File: src/mrrc_pkg.sv
// Package for the read-response checker: transaction structs, request and
// status codes, and the byte-wide CRC-16 update. No dependencies.
package mrrc_pkg;

  localparam int unsigned MAX_FRAME_BYTES_DEF = 96;

  localparam logic [7:0]  ADDR_RESET    = 8'h01;
  localparam logic [15:0] CRC_INIT      = 16'hFFFF;
  localparam logic [15:0] CRC_POLY      = 16'hA001;
  localparam logic [7:0]  FUNC_EXC_BIT  = 8'h80;
  localparam logic [7:0]  FUNC_READ_HLD = 8'h03;
  localparam logic [7:0]  FUNC_READ_INP = 8'h04;
  localparam int unsigned HDR_BYTES     = 3;
  localparam int unsigned OVERHEAD      = 5;

  localparam logic [1:0] REQ_ARM     = 2'd0;
  localparam logic [1:0] REQ_BYTE    = 2'd1;
  localparam logic [1:0] REQ_TIMEOUT = 2'd2;

  localparam logic KIND_PAYLOAD = 1'b0;
  localparam logic KIND_END     = 1'b1;

  localparam logic [2:0] ST_OK        = 3'd0;
  localparam logic [2:0] ST_TIMEOUT   = 3'd1;
  localparam logic [2:0] ST_BAD_ADDR  = 3'd2;
  localparam logic [2:0] ST_BAD_FUNC  = 3'd3;
  localparam logic [2:0] ST_EXCEPTION = 3'd4;
  localparam logic [2:0] ST_BAD_LEN   = 3'd5;
  localparam logic [2:0] ST_BAD_CRC   = 3'd6;

  typedef struct packed {
    logic [1:0] req_type;
    logic [7:0] rx_byte;
  } in_item_t;

  typedef struct packed {
    logic       item_kind;
    logic [7:0] payload_byte;
    logic [6:0] byte_index;
    logic [2:0] status;
    logic [7:0] exception_code;
    logic [6:0] payload_length;
  } out_item_t;

  function automatic logic [15:0] crc16_byte(input logic [15:0] crc, input logic [7:0] b);
    logic [15:0] c;
    c = crc ^ {8'h00, b};
    for (int i = 0; i < 8; i++) begin
      c = c[0] ? ((c >> 1) ^ CRC_POLY) : (c >> 1);
    end
    return c;
  endfunction

endpackage

File: src/modbus_read_response_checker_core.sv
// Modbus RTU read-registers response checker, top level.
// Depends on mrrc_pkg for transaction structs, codes and the CRC-16 update.
//
// Usage: send an arm transaction, then one transaction per received frame byte,
// or a timeout transaction. The block takes one transaction per clock cycle;
// each result appears in the cycle after its input is accepted, in an output
// register that is refilled in the same cycle it drains, so in_ready falls only
// while a result is held by out_ready low. CRC-16 (init FFFF, poly A001) runs a
// full byte per cycle. Payload bytes are streamed as they arrive and are only
// trusted once the end transaction reports status ok. slave_address may be
// written on the cfg channel, which is always ready, while no frame is active.
module modbus_read_response_checker_core #(
  parameter int unsigned MAX_FRAME_BYTES = mrrc_pkg::MAX_FRAME_BYTES_DEF
) (
  input  logic                clk,
  input  logic                rst_n,
  input  logic                in_valid,
  output logic                in_ready,
  input  mrrc_pkg::in_item_t  in_data,
  output logic                out_valid,
  input  logic                out_ready,
  output mrrc_pkg::out_item_t out_data,
  input  logic                cfg_valid,
  output logic                cfg_ready,
  input  logic [7:0]          cfg_data
);

  localparam int unsigned CNT_W   = $clog2(MAX_FRAME_BYTES + 1);
  localparam int unsigned MAX_CNT = MAX_FRAME_BYTES - mrrc_pkg::OVERHEAD;

  typedef enum logic [3:0] {
    PH_IDLE, PH_ADDR, PH_B1_OK, PH_B1_BAD, PH_B2_OK, PH_B2_BAD,
    PH_EXC_LO, PH_EXC_HI, PH_DATA, PH_CRC_LO, PH_CRC_HI
  } phase_t;

  phase_t              phase_r, phase_nxt;
  logic [15:0]         crc_r, crc_nxt;
  logic [CNT_W-1:0]    seen_r, seen_nxt;
  logic [CNT_W-1:0]    count_r, count_nxt;
  logic [7:0]          func_r, func_nxt;
  logic [7:0]          exc_r, exc_nxt;
  logic [7:0]          crc_lo_r, crc_lo_nxt;
  logic [7:0]          addr_r;
  logic                out_valid_r, out_valid_nxt;
  mrrc_pkg::out_item_t out_data_r, out_data_nxt;

  logic                accept;
  logic                res_valid;
  mrrc_pkg::out_item_t res;
  logic [15:0]         crc_byte;
  logic [15:0]         rx_crc;
  logic [CNT_W:0]      data_end;
  logic [7:0]          b;

  assign in_ready  = !out_valid_r || out_ready;
  assign accept    = in_valid && in_ready;
  assign cfg_ready = 1'b1;
  assign out_valid = out_valid_r;
  assign out_data  = out_data_r;

  assign b        = in_data.rx_byte;
  assign crc_byte = mrrc_pkg::crc16_byte(crc_r, b);
  assign rx_crc   = {b, crc_lo_r};
  assign data_end = {1'b0, count_r} + (CNT_W+1)'(mrrc_pkg::HDR_BYTES);

  always_comb begin
    phase_nxt  = phase_r;
    crc_nxt    = crc_r;
    seen_nxt   = seen_r;
    count_nxt  = count_r;
    func_nxt   = func_r;
    exc_nxt    = exc_r;
    crc_lo_nxt = crc_lo_r;
    res_valid  = 1'b0;
    res        = '0;
    res.item_kind = mrrc_pkg::KIND_END;
    if (accept) begin
      case (in_data.req_type)
        mrrc_pkg::REQ_ARM: begin
          phase_nxt  = PH_ADDR;
          crc_nxt    = mrrc_pkg::CRC_INIT;
          seen_nxt   = '0;
          count_nxt  = '0;
          func_nxt   = '0;
          exc_nxt    = '0;
          crc_lo_nxt = '0;
        end
        mrrc_pkg::REQ_TIMEOUT: begin
          if (phase_r != PH_IDLE) begin
            res_valid  = 1'b1;
            res.status = mrrc_pkg::ST_TIMEOUT;
            phase_nxt  = PH_IDLE;
          end
        end
        mrrc_pkg::REQ_BYTE: begin
          case (phase_r)
            PH_ADDR: begin
              crc_nxt   = crc_byte;
              seen_nxt  = CNT_W'(1);
              phase_nxt = (b == addr_r) ? PH_B1_OK : PH_B1_BAD;
            end
            PH_B1_OK, PH_B1_BAD: begin
              crc_nxt   = crc_byte;
              seen_nxt  = CNT_W'(2);
              func_nxt  = b;
              phase_nxt = (phase_r == PH_B1_OK) ? PH_B2_OK : PH_B2_BAD;
            end
            PH_B2_OK, PH_B2_BAD: begin
              crc_nxt  = crc_byte;
              seen_nxt = CNT_W'(mrrc_pkg::HDR_BYTES);
              if (phase_r == PH_B2_BAD) begin
                res_valid  = 1'b1;
                res.status = mrrc_pkg::ST_BAD_ADDR;
                phase_nxt  = PH_IDLE;
              end else if ((func_r & mrrc_pkg::FUNC_EXC_BIT) != 8'h00) begin
                exc_nxt   = b;
                phase_nxt = PH_EXC_LO;
              end else if (func_r != mrrc_pkg::FUNC_READ_INP &&
                           func_r != mrrc_pkg::FUNC_READ_HLD) begin
                res_valid  = 1'b1;
                res.status = mrrc_pkg::ST_BAD_FUNC;
                phase_nxt  = PH_IDLE;
              end else if (b == 8'h00 || b > 8'(MAX_CNT)) begin
                res_valid  = 1'b1;
                res.status = mrrc_pkg::ST_BAD_LEN;
                phase_nxt  = PH_IDLE;
              end else begin
                count_nxt = CNT_W'(b);
                phase_nxt = PH_DATA;
              end
            end
            PH_EXC_LO, PH_CRC_LO: begin
              crc_lo_nxt = b;
              seen_nxt   = seen_r + CNT_W'(1);
              phase_nxt  = (phase_r == PH_EXC_LO) ? PH_EXC_HI : PH_CRC_HI;
            end
            PH_EXC_HI: begin
              res_valid = 1'b1;
              phase_nxt = PH_IDLE;
              if (rx_crc != crc_r) begin
                res.status = mrrc_pkg::ST_BAD_CRC;
              end else begin
                res.status         = mrrc_pkg::ST_EXCEPTION;
                res.exception_code = exc_r;
              end
            end
            PH_CRC_HI: begin
              res_valid          = 1'b1;
              phase_nxt          = PH_IDLE;
              res.status         = (rx_crc == crc_r) ? mrrc_pkg::ST_OK : mrrc_pkg::ST_BAD_CRC;
              res.payload_length = 7'(count_r);
            end
            PH_DATA: begin
              res_valid        = 1'b1;
              crc_nxt          = crc_byte;
              res.item_kind    = mrrc_pkg::KIND_PAYLOAD;
              res.payload_byte = b;
              res.byte_index   = 7'(seen_r - CNT_W'(mrrc_pkg::HDR_BYTES));
              seen_nxt         = seen_r + CNT_W'(1);
              if ({1'b0, seen_nxt} >= data_end) begin
                phase_nxt = PH_CRC_LO;
              end
            end
            default: begin
              phase_nxt = phase_r;
            end
          endcase
        end
        default: begin
          phase_nxt = phase_r;
        end
      endcase
    end
  end

  always_comb begin
    out_valid_nxt = out_valid_r;
    out_data_nxt  = out_data_r;
    if (accept && res_valid) begin
      out_valid_nxt = 1'b1;
      out_data_nxt  = res;
    end else if (out_ready) begin
      out_valid_nxt = 1'b0;
    end
  end

  always_ff @(posedge clk) begin
    if (!rst_n) begin
      phase_r     <= PH_IDLE;
      crc_r       <= mrrc_pkg::CRC_INIT;
      seen_r      <= '0;
      count_r     <= '0;
      func_r      <= '0;
      exc_r       <= '0;
      crc_lo_r    <= '0;
      addr_r      <= mrrc_pkg::ADDR_RESET;
      out_valid_r <= 1'b0;
    end else begin
      phase_r     <= phase_nxt;
      crc_r       <= crc_nxt;
      seen_r      <= seen_nxt;
      count_r     <= count_nxt;
      func_r      <= func_nxt;
      exc_r       <= exc_nxt;
      crc_lo_r    <= crc_lo_nxt;
      out_valid_r <= out_valid_nxt;
      if (cfg_valid && cfg_ready) begin
        addr_r <= cfg_data;
      end
    end
  end

  always_ff @(posedge clk) begin
    out_data_r <= out_data_nxt;
  end

  a_arm_restarts: assert property (@(posedge clk) disable iff (!rst_n)
    accept && in_data.req_type == mrrc_pkg::REQ_ARM |=> phase_r == PH_ADDR)
    else $error("arm did not restart frame check");

  a_end_leaves_idle: assert property (@(posedge clk) disable iff (!rst_n)
    out_valid_r && out_data_r.item_kind == mrrc_pkg::KIND_END |-> phase_r == PH_IDLE)
    else $error("end transaction pending while frame still active");

  a_data_count: assert property (@(posedge clk) disable iff (!rst_n)
    phase_r == PH_DATA |-> count_r != '0 && {1'b0, seen_r} < data_end)
    else $error("payload phase outside declared byte count");

  a_stall_blocks_input: assert property (@(posedge clk) disable iff (!rst_n)
    out_valid_r && !out_ready |=> $stable(phase_r) && $stable(crc_r))
    else $error("state advanced while result stalled");

endmodule

File: config.mk
export PLATFORM = sky130hd
export DESIGN_NAME = modbus_read_response_checker_core
export DESIGN_NICKNAME = d
export VERILOG_FILES = /design/src/mrrc_pkg.sv /design/src/modbus_read_response_checker_core.sv
export SDC_FILE = /design/constraint.sdc
export NUM_CORES = 1
export LEC_CHECK = 0
export BUFFER_PORTS_ARGS = -buffer_cell sky130_fd_sc_hd__buf_2
export CELL_PAD_IN_SITES_DETAIL_PLACEMENT = 0
export CELL_PAD_IN_SITES_GLOBAL_PLACEMENT = 2
export CORE_MARGIN = 2
export CORE_UTILIZATION = 37
export DETAILED_ROUTE_END_ITERATION = 6
export PLACE_DENSITY = 0.85
export SYNTH_ARGS = -nofsm -noshare
export SYNTH_HDL_FRONTEND = slang
export SYNTH_SLANG_ARGS = --single-unit
export TNS_END_PERCENT = 20
File: constraint.sdc
create_clock -name clk -period 3.5 [get_ports clk]
set_input_delay 0.175 -clock clk [delete_from_list [all_inputs] [get_ports clk]]
set_output_delay 0.175 -clock clk [all_outputs]
set_load 0.01 [all_outputs]
**Word level (Yosys, flattened, before mapping)**

Cells that the tools add are included.
Widths: inputs -> output; s select.

- Word-level logic and storage cells: 149
- Register bits: 101
- Output and inout bits: 37
- Bits of input ports: 23

- $add $sub $neg: 3
- Equality and inequality tests: 30
- Bitwise gates (word level): 12
- Muxes and demuxes: 57
- Order comparisons: 2
- Reduce and logical (&&, ||, !) cells: 30

Operator list:

| cell | number |
|---|---|
| $mux 16 | 10 |
| $pmux 8 s2 | 3 |
| $mux 8 | 5 |
| $mux 7 | 5 |
| $pmux 16 s2 | 1 |
| $mux 4 | 7 |
| $pmux 7 s2 | 2 |
| $pmux 7 s4 | 1 |
| $not 2->3 | 8 |
| $pmux 4 s6 | 1 |
| $reduce_and 3->1 | 6 |
| $eq 16x16->1 | 1 |
| $eq 4x3->1 const B | 4 |
| $ne 16x16->1 | 1 |
| $xor 16x8->16 | 1 |
| $mux 3 | 5 |
| $ne 2x2->1 const B | 7 |
| $eq 4x4->1 const B | 3 |
| $pmux 4 s3 | 1 |
| $mux 1 | 11 |
| $reduce_and 5->1 | 2 |
| $pmux 3 s3 | 1 |
| $add 7x2->8 const B | 1 |
| $eq 4x2->1 const B | 2 |
| 32 further kinds | 45 |

**Depth between registers and ports, before layout**

- Depth after elaboration: 19
- Gate-level depth with buffers: 10
- Depth with buffers taken out: 10

**Worst setup path before layout**

No wires, ideal clock.

- Path type: register -> register
- Start point: register phase_r[0]
- End point: register out_data_r (netlist bit out_data[0]), enable pin
- Library setup time: 431 ps
- Buffers on the path: 1
- Stages on the path, launching flop included: 6
- Data arrival time: 2,605 ps
- Required time: 3,069 ps
- Period minus slack after synthesis: 3,036 ps
- Path slack: 464 ps
- Path through: dfxtp_1 > clkbuf_1 > nand2_1 > o22ai_1 > a21oi_1 > o21ai_1

- Longest elaborated chain between the ends: 6
- Elaborated cells between the ends (all ways): 14
- Classes of those cells: 5 x eq/ne; 5 x mux; 4 x reduce/logical

Ends and longest elaborated chain:

| item | RTL line | source |
|---|---|---|
| start, declared | modbus_read_response_checker_core.sv:36 | `phase_t phase_r, phase_nxt;` |
| start signal, assigned | modbus_read_response_checker_core.sv:199 | `phase_r <= phase_nxt;` |
| $eq 4x4->1, or another cell as far along | modbus_read_response_checker_core.sv:96 | `case (phase_r)` |
| $reduce_or 3->1 (no line), or another cell as far along | - |  |
| $pmux 1 s2 | modbus_read_response_checker_core.sv:96 |  |
| $pmux 1 s2 * | modbus_read_response_checker_core.sv:78 | `case (in_data.req_type)` |
| $mux 1 * | modbus_read_response_checker_core.sv:77 | `if (accept) begin` |
| $logic_and 1x1->1 * | modbus_read_response_checker_core.sv:179 | `if (accept && res_valid) begin` |
| end signal, assigned | modbus_read_response_checker_core.sv:214 | `out_data_r <= out_data_nxt;` |
| end, declared | modbus_read_response_checker_core.sv:45 | `mrrc_pkg::out_item_t out_data_r, out_data_nxt;` |

Every way passes the cells marked *; elsewhere a longest branch is shown, timed or not.
A chain may end at the register's enable or synchronous reset.

**Final worst setup path**

- Start point: register seen_r[0]
- End point: register phase_r[3]

- Longest elaborated chain between the ends: 4

Ends and longest elaborated chain:

| item | RTL line | source |
|---|---|---|
| start, declared | modbus_read_response_checker_core.sv:38 | `logic [CNT_W-1:0] seen_r, seen_nxt;` |
| start signal, assigned | modbus_read_response_checker_core.sv:201 | `seen_r <= seen_nxt;` |
| $add 7x1->7 | modbus_read_response_checker_core.sv:159 | `seen_nxt = seen_r + CNT_W'(1);` |
| $ge 7x8->1 | modbus_read_response_checker_core.sv:160 | `if ({1'b0, seen_nxt} >= data_end) begin` |
| $ne 3x3->1 (no line) | - |  |
| $reduce_and 5->1 (no line) | - |  |

No other way between the ends.

==> out/qor.csv <==
stage,metric,value,unit
yosys,Yosys top cell area share,25.0,%
die,effective utilization at floorplan,37.4,%
place,weighted congestion reported at the end of routability-driven placement,0.822,
route,vias,3917,
yosys,number of library cell types mapped by synthesis,58,
route,routed wire length,12300,µm
yosys,mean post-synth cell area,9.82,µm²
final_layout,growth of design area from synthesis to finish,13.4,%
worst_setup_path,"Req. time, crit path",3.78,ns
timing,final-report hold violation count,0,
clock_network,maximum buffer depth of the clock tree,2,
grt,initial antenna violation count,0,
final_layout,antenna diode count,0,
worst_setup_path,worst reg-to-reg path cell count,8,
timing,TNS Setup,0,ns
clock_network,post-CTS setup buffers,0,
die,# rows,44,
job,reported max-cap violation count,0,
yosys,"Warnings, synthesis",0,
grt,maximum number of pins on one net before global-route repair,48,
clock_network,CTS H-Tree Depth,3,
yosys,"EDFF count, synth",34,
grt,Congestion Overflow GR,0,
timing,actual transition at the worst max-transition pin,0.906,ns
route,number of DRC markers in iteration 0,214,
run_status,outcome,completed,
die,core footprint,0.0144,mm²
clock_network,register clock-pin slew on the reported worst setup and hold paths,0.07,ns
power,total power divided by cell area,419,mW/mm²
route,average routed wire per standard cell,15.9,µm
timing,final clock skew,0.00500,ns
yosys,Post-synth ARST share,0,%
final_layout,sequential cell area,0.00236,mm²
route,wire length the detailed router placed on met1,5630,µm
place,detailed placer's ending HPWL,8810,µm
power,LEAKAGE,2.43,nW
final_layout,ratio of cells with drive above 1 in the final layout,16.0,%
route,via density per instance,5.07,
timing,time the final worst path needs with I/O delays and setup,2.65,ns
clock_network,CTS tree,done,
clock_network,Num CTS Buffers,9,
die,area enclosed by the die boundary,0.0155,mm²
route,remaining number of nets flagged by the antenna check after routing,0,
grt,overall global routing resource usage,16.0,%
worst_setup_path,type of the setup path with the least slack,reg2reg,
yosys,Netlist Area Pre-Place,0.00537,mm²
worst_setup_path,chain of cells forming the critical path,ha_1 -> nand3_1 -> nor2_1 -> xor2_1 -> ha_1 -> or4b_1 -> o21ai_1 -> mux2i_1,
clock_network,Post-CTS Hold Fix Bufs,0,
route,metal2 WL,5940,µm
worst_setup_path,endpoint kind of the worst setup timing path,flip-flop,
worst_setup_path,"Data arrival, critical path",2.93,ns
clock_network,post-cts sizing count,0,
final_layout,final net count,620,
worst_setup_path,maximum fanout along the worst path,8,
timing,maximum achievable frequency,377,MHz
yosys,cell taking the most area after synthesis,dfxtp_1,
clock_network,clock latency on the worst-skew pair,0.35,ns
yosys,"top cells by area, synth","dfxtp_1 25%, edfxtp_1 19%, mux2i_1 7.8%, nor2b_1 5.4%, xnor2_1 4.9%",
timing,final clock period utilization by the worst path,75.7,%
yosys,sequential share of the synthesized area,44.0,%
worst_setup_path,cell occurring most often along the worst timing path,ha_1,
route,Routed met3 length,502,µm
die,count of pins on the block boundary,60,
timing,Hold Worst Slack,0.0431,ns
yosys,syn nets,583,
power,IR Drop Worst-Case VDD,0.270,mV
worst_setup_path,Critical Path Slowest Stage Cell,or4b_1,
yosys,Syn Inst Count,547,
grt,vias in the first global route,3740,
timing,worst-case headroom to the max-slew limit,39.1,%
place,port buffer count,58,
die,die height,124,µm
timing,Max Slew Vio Count,0,
die,floorplan die width,124,µm
min_path,number of cells traversed by the worst hold path,3,
timing,unrepaired setup endpoints after global routing,false,
route,top metal layer carrying routed signals,met4,
worst_setup_path,kind of start point of the critical path,flip-flop,
yosys,synth cell count leaders,"67 x dfxtp_1, 46 x nor2b_1, 42 x mux2i_1",
clock_network,Root Buffer Master,clkbuf_16,
route,drc violations,0,
grt,first-pass GRT wire length,19700,µm
clock_network,clk sink count,101,
route,DRT Pass-1 Iters,4,
final_layout,number of fillers in the final layout,1403,
timing,endpoints failing setup,0,
yosys,"FF+latch count, synth",101,
final_layout,area used by multi-input combinational logic,0.00281,mm²
yosys,library cell with the highest instance count after synthesis,dfxtp_1,
worst_setup_path,largest stage delay on the critical path,0.51,ns
yosys,predominant post-synthesis flop cell,dfxtp_1,
min_path,path category of the worst min-delay check,in2reg,
worst max-delay path: cells and delay by family, from the launching register on:
| family | cells | cell delay, ns |
|---|---|---|
| fa+ha+maj | 2 | 0.53 |
| compound gates | 1 | 0.35 |
| simple gates | 3 | 0.87 |
| mux | 1 | 0.24 |
| flops | 1 | 0.49 |
| xor+xnor | 1 | 0.11 |
final timing paths:
| path | end | startpoint | slack (ns) |
|---|---|---|---|
| worst max-delay path | phase_r[3]$_SDFFE_PN0P_ | seen_r[0]$_SDFFE_PN0P_ | 0.85 |
| worst max register to register | phase_r[3]$_SDFFE_PN0P_ | seen_r[0]$_SDFFE_PN0P_ | 0.85 |
| worst min-delay path | addr_r[0]$_SDFFE_PN1P_ | cfg_data[0] | 0.04 |
| worst min register to register | addr_r[0]$_SDFFE_PN1P_ | addr_r[0]$_SDFFE_PN1P_ | 0.50 |
cell usage in the layout (no fill, tap or decap), types with 3 or more instances in the layout:
cell type and instances:
nand4_1 4, nand2_1 32, xnor2_1 30, a22oi_1 4
o21a_1 3, buf_4 5, nand3b_1 4, buf_2 58
o22ai_1 3, and3b_1 5, ha_1 13, o21ai_0 7
and3_1 3, inv_2 3, edfxtp_1 34, clkbuf_16 9
o21ai_1 23, dfxtp_1 67, xor2_1 25, nor4_1 7
nor2_1 29, nor2b_1 46, nand3_1 21, and2_1 32
mux2i_1 42, a21oi_1 13, a21o_1 3, nor3_1 9
nand2b_1 8, inv_1 7
cell type report:
type                    count  share of cell area (%)
clock buffers               9                    3.70
clock inverters             7                    1.60
inverters                  10                   0.616
multi-input cells         399                    46.1
flip-flops and latches    101                    38.8
well taps                 184                    3.78
repair buffers             63                    5.38
through the flow:
| step | cells | setup WS (ns) | util, % | area (µm²) | total power, W |
|---|---|---|---|---|---|
| 2_1_floorplan | 547 | 0.464 | - | 5370 | 0.00144 |
| 3_3_place_gp | 757 | 0.996 | 40.1 | 5770 | 0.00150 |
| 3_5_place_dp | 757 | 0.919 | 40.1 | 5770 | 0.00150 |
| 4_1_cts | 773 | 0.881 | 42.4 | 6090 | 0.00258 |
| 5_1_grt | 773 | 0.713 | 42.4 | 6090 | 0.00265 |
| 6_report | 773 | 0.850 | 42.4 | 6090 | 0.00255 |
per-layer routing:
metal  global-route usage [%]  up-vias
met1                     20.5     1875
li1                         -     1953
met4                     5.29        0
met2                     26.4       72
met3                     4.17       17
met5                        0        -
state kept, by name (all words and copies together), names as in the netlist:
name,flops
count_r,7
out_data,34
out_valid,1
seen_r,7
crc_r,16
func_r,8
addr_r,8
phase_r,4
crc_lo_r,8
exc_r,8
cells by family after synthesis:
group,count (synthesis),share of synthesized area (%)
multiplexers,42,7.83
AO/OA/AOI/OAI,74,8.85
AND/OR/NAND/NOR,210,21.8
XOR/XNOR,59,10.4
adder cells (fa/ha/maj),13,3.03
other,1,0.0698
flip-flops,101,44.0
buffers and inverters,47,4.03
power by group:
| group | switching (W) | total [W] | leakage (nW) | internal, W |
|---|---|---|---|---|
| Combinational | 0.000131 | 0.000234 | 1.35 | 0.000103 |
| Clock | 0.000450 | 0.00108 | 0.154 | 0.000629 |
| Sequential | 0.0000188 | 0.00124 | 0.925 | 0.00122 |
No activity file was read; power rests on OpenSTA's default activity.
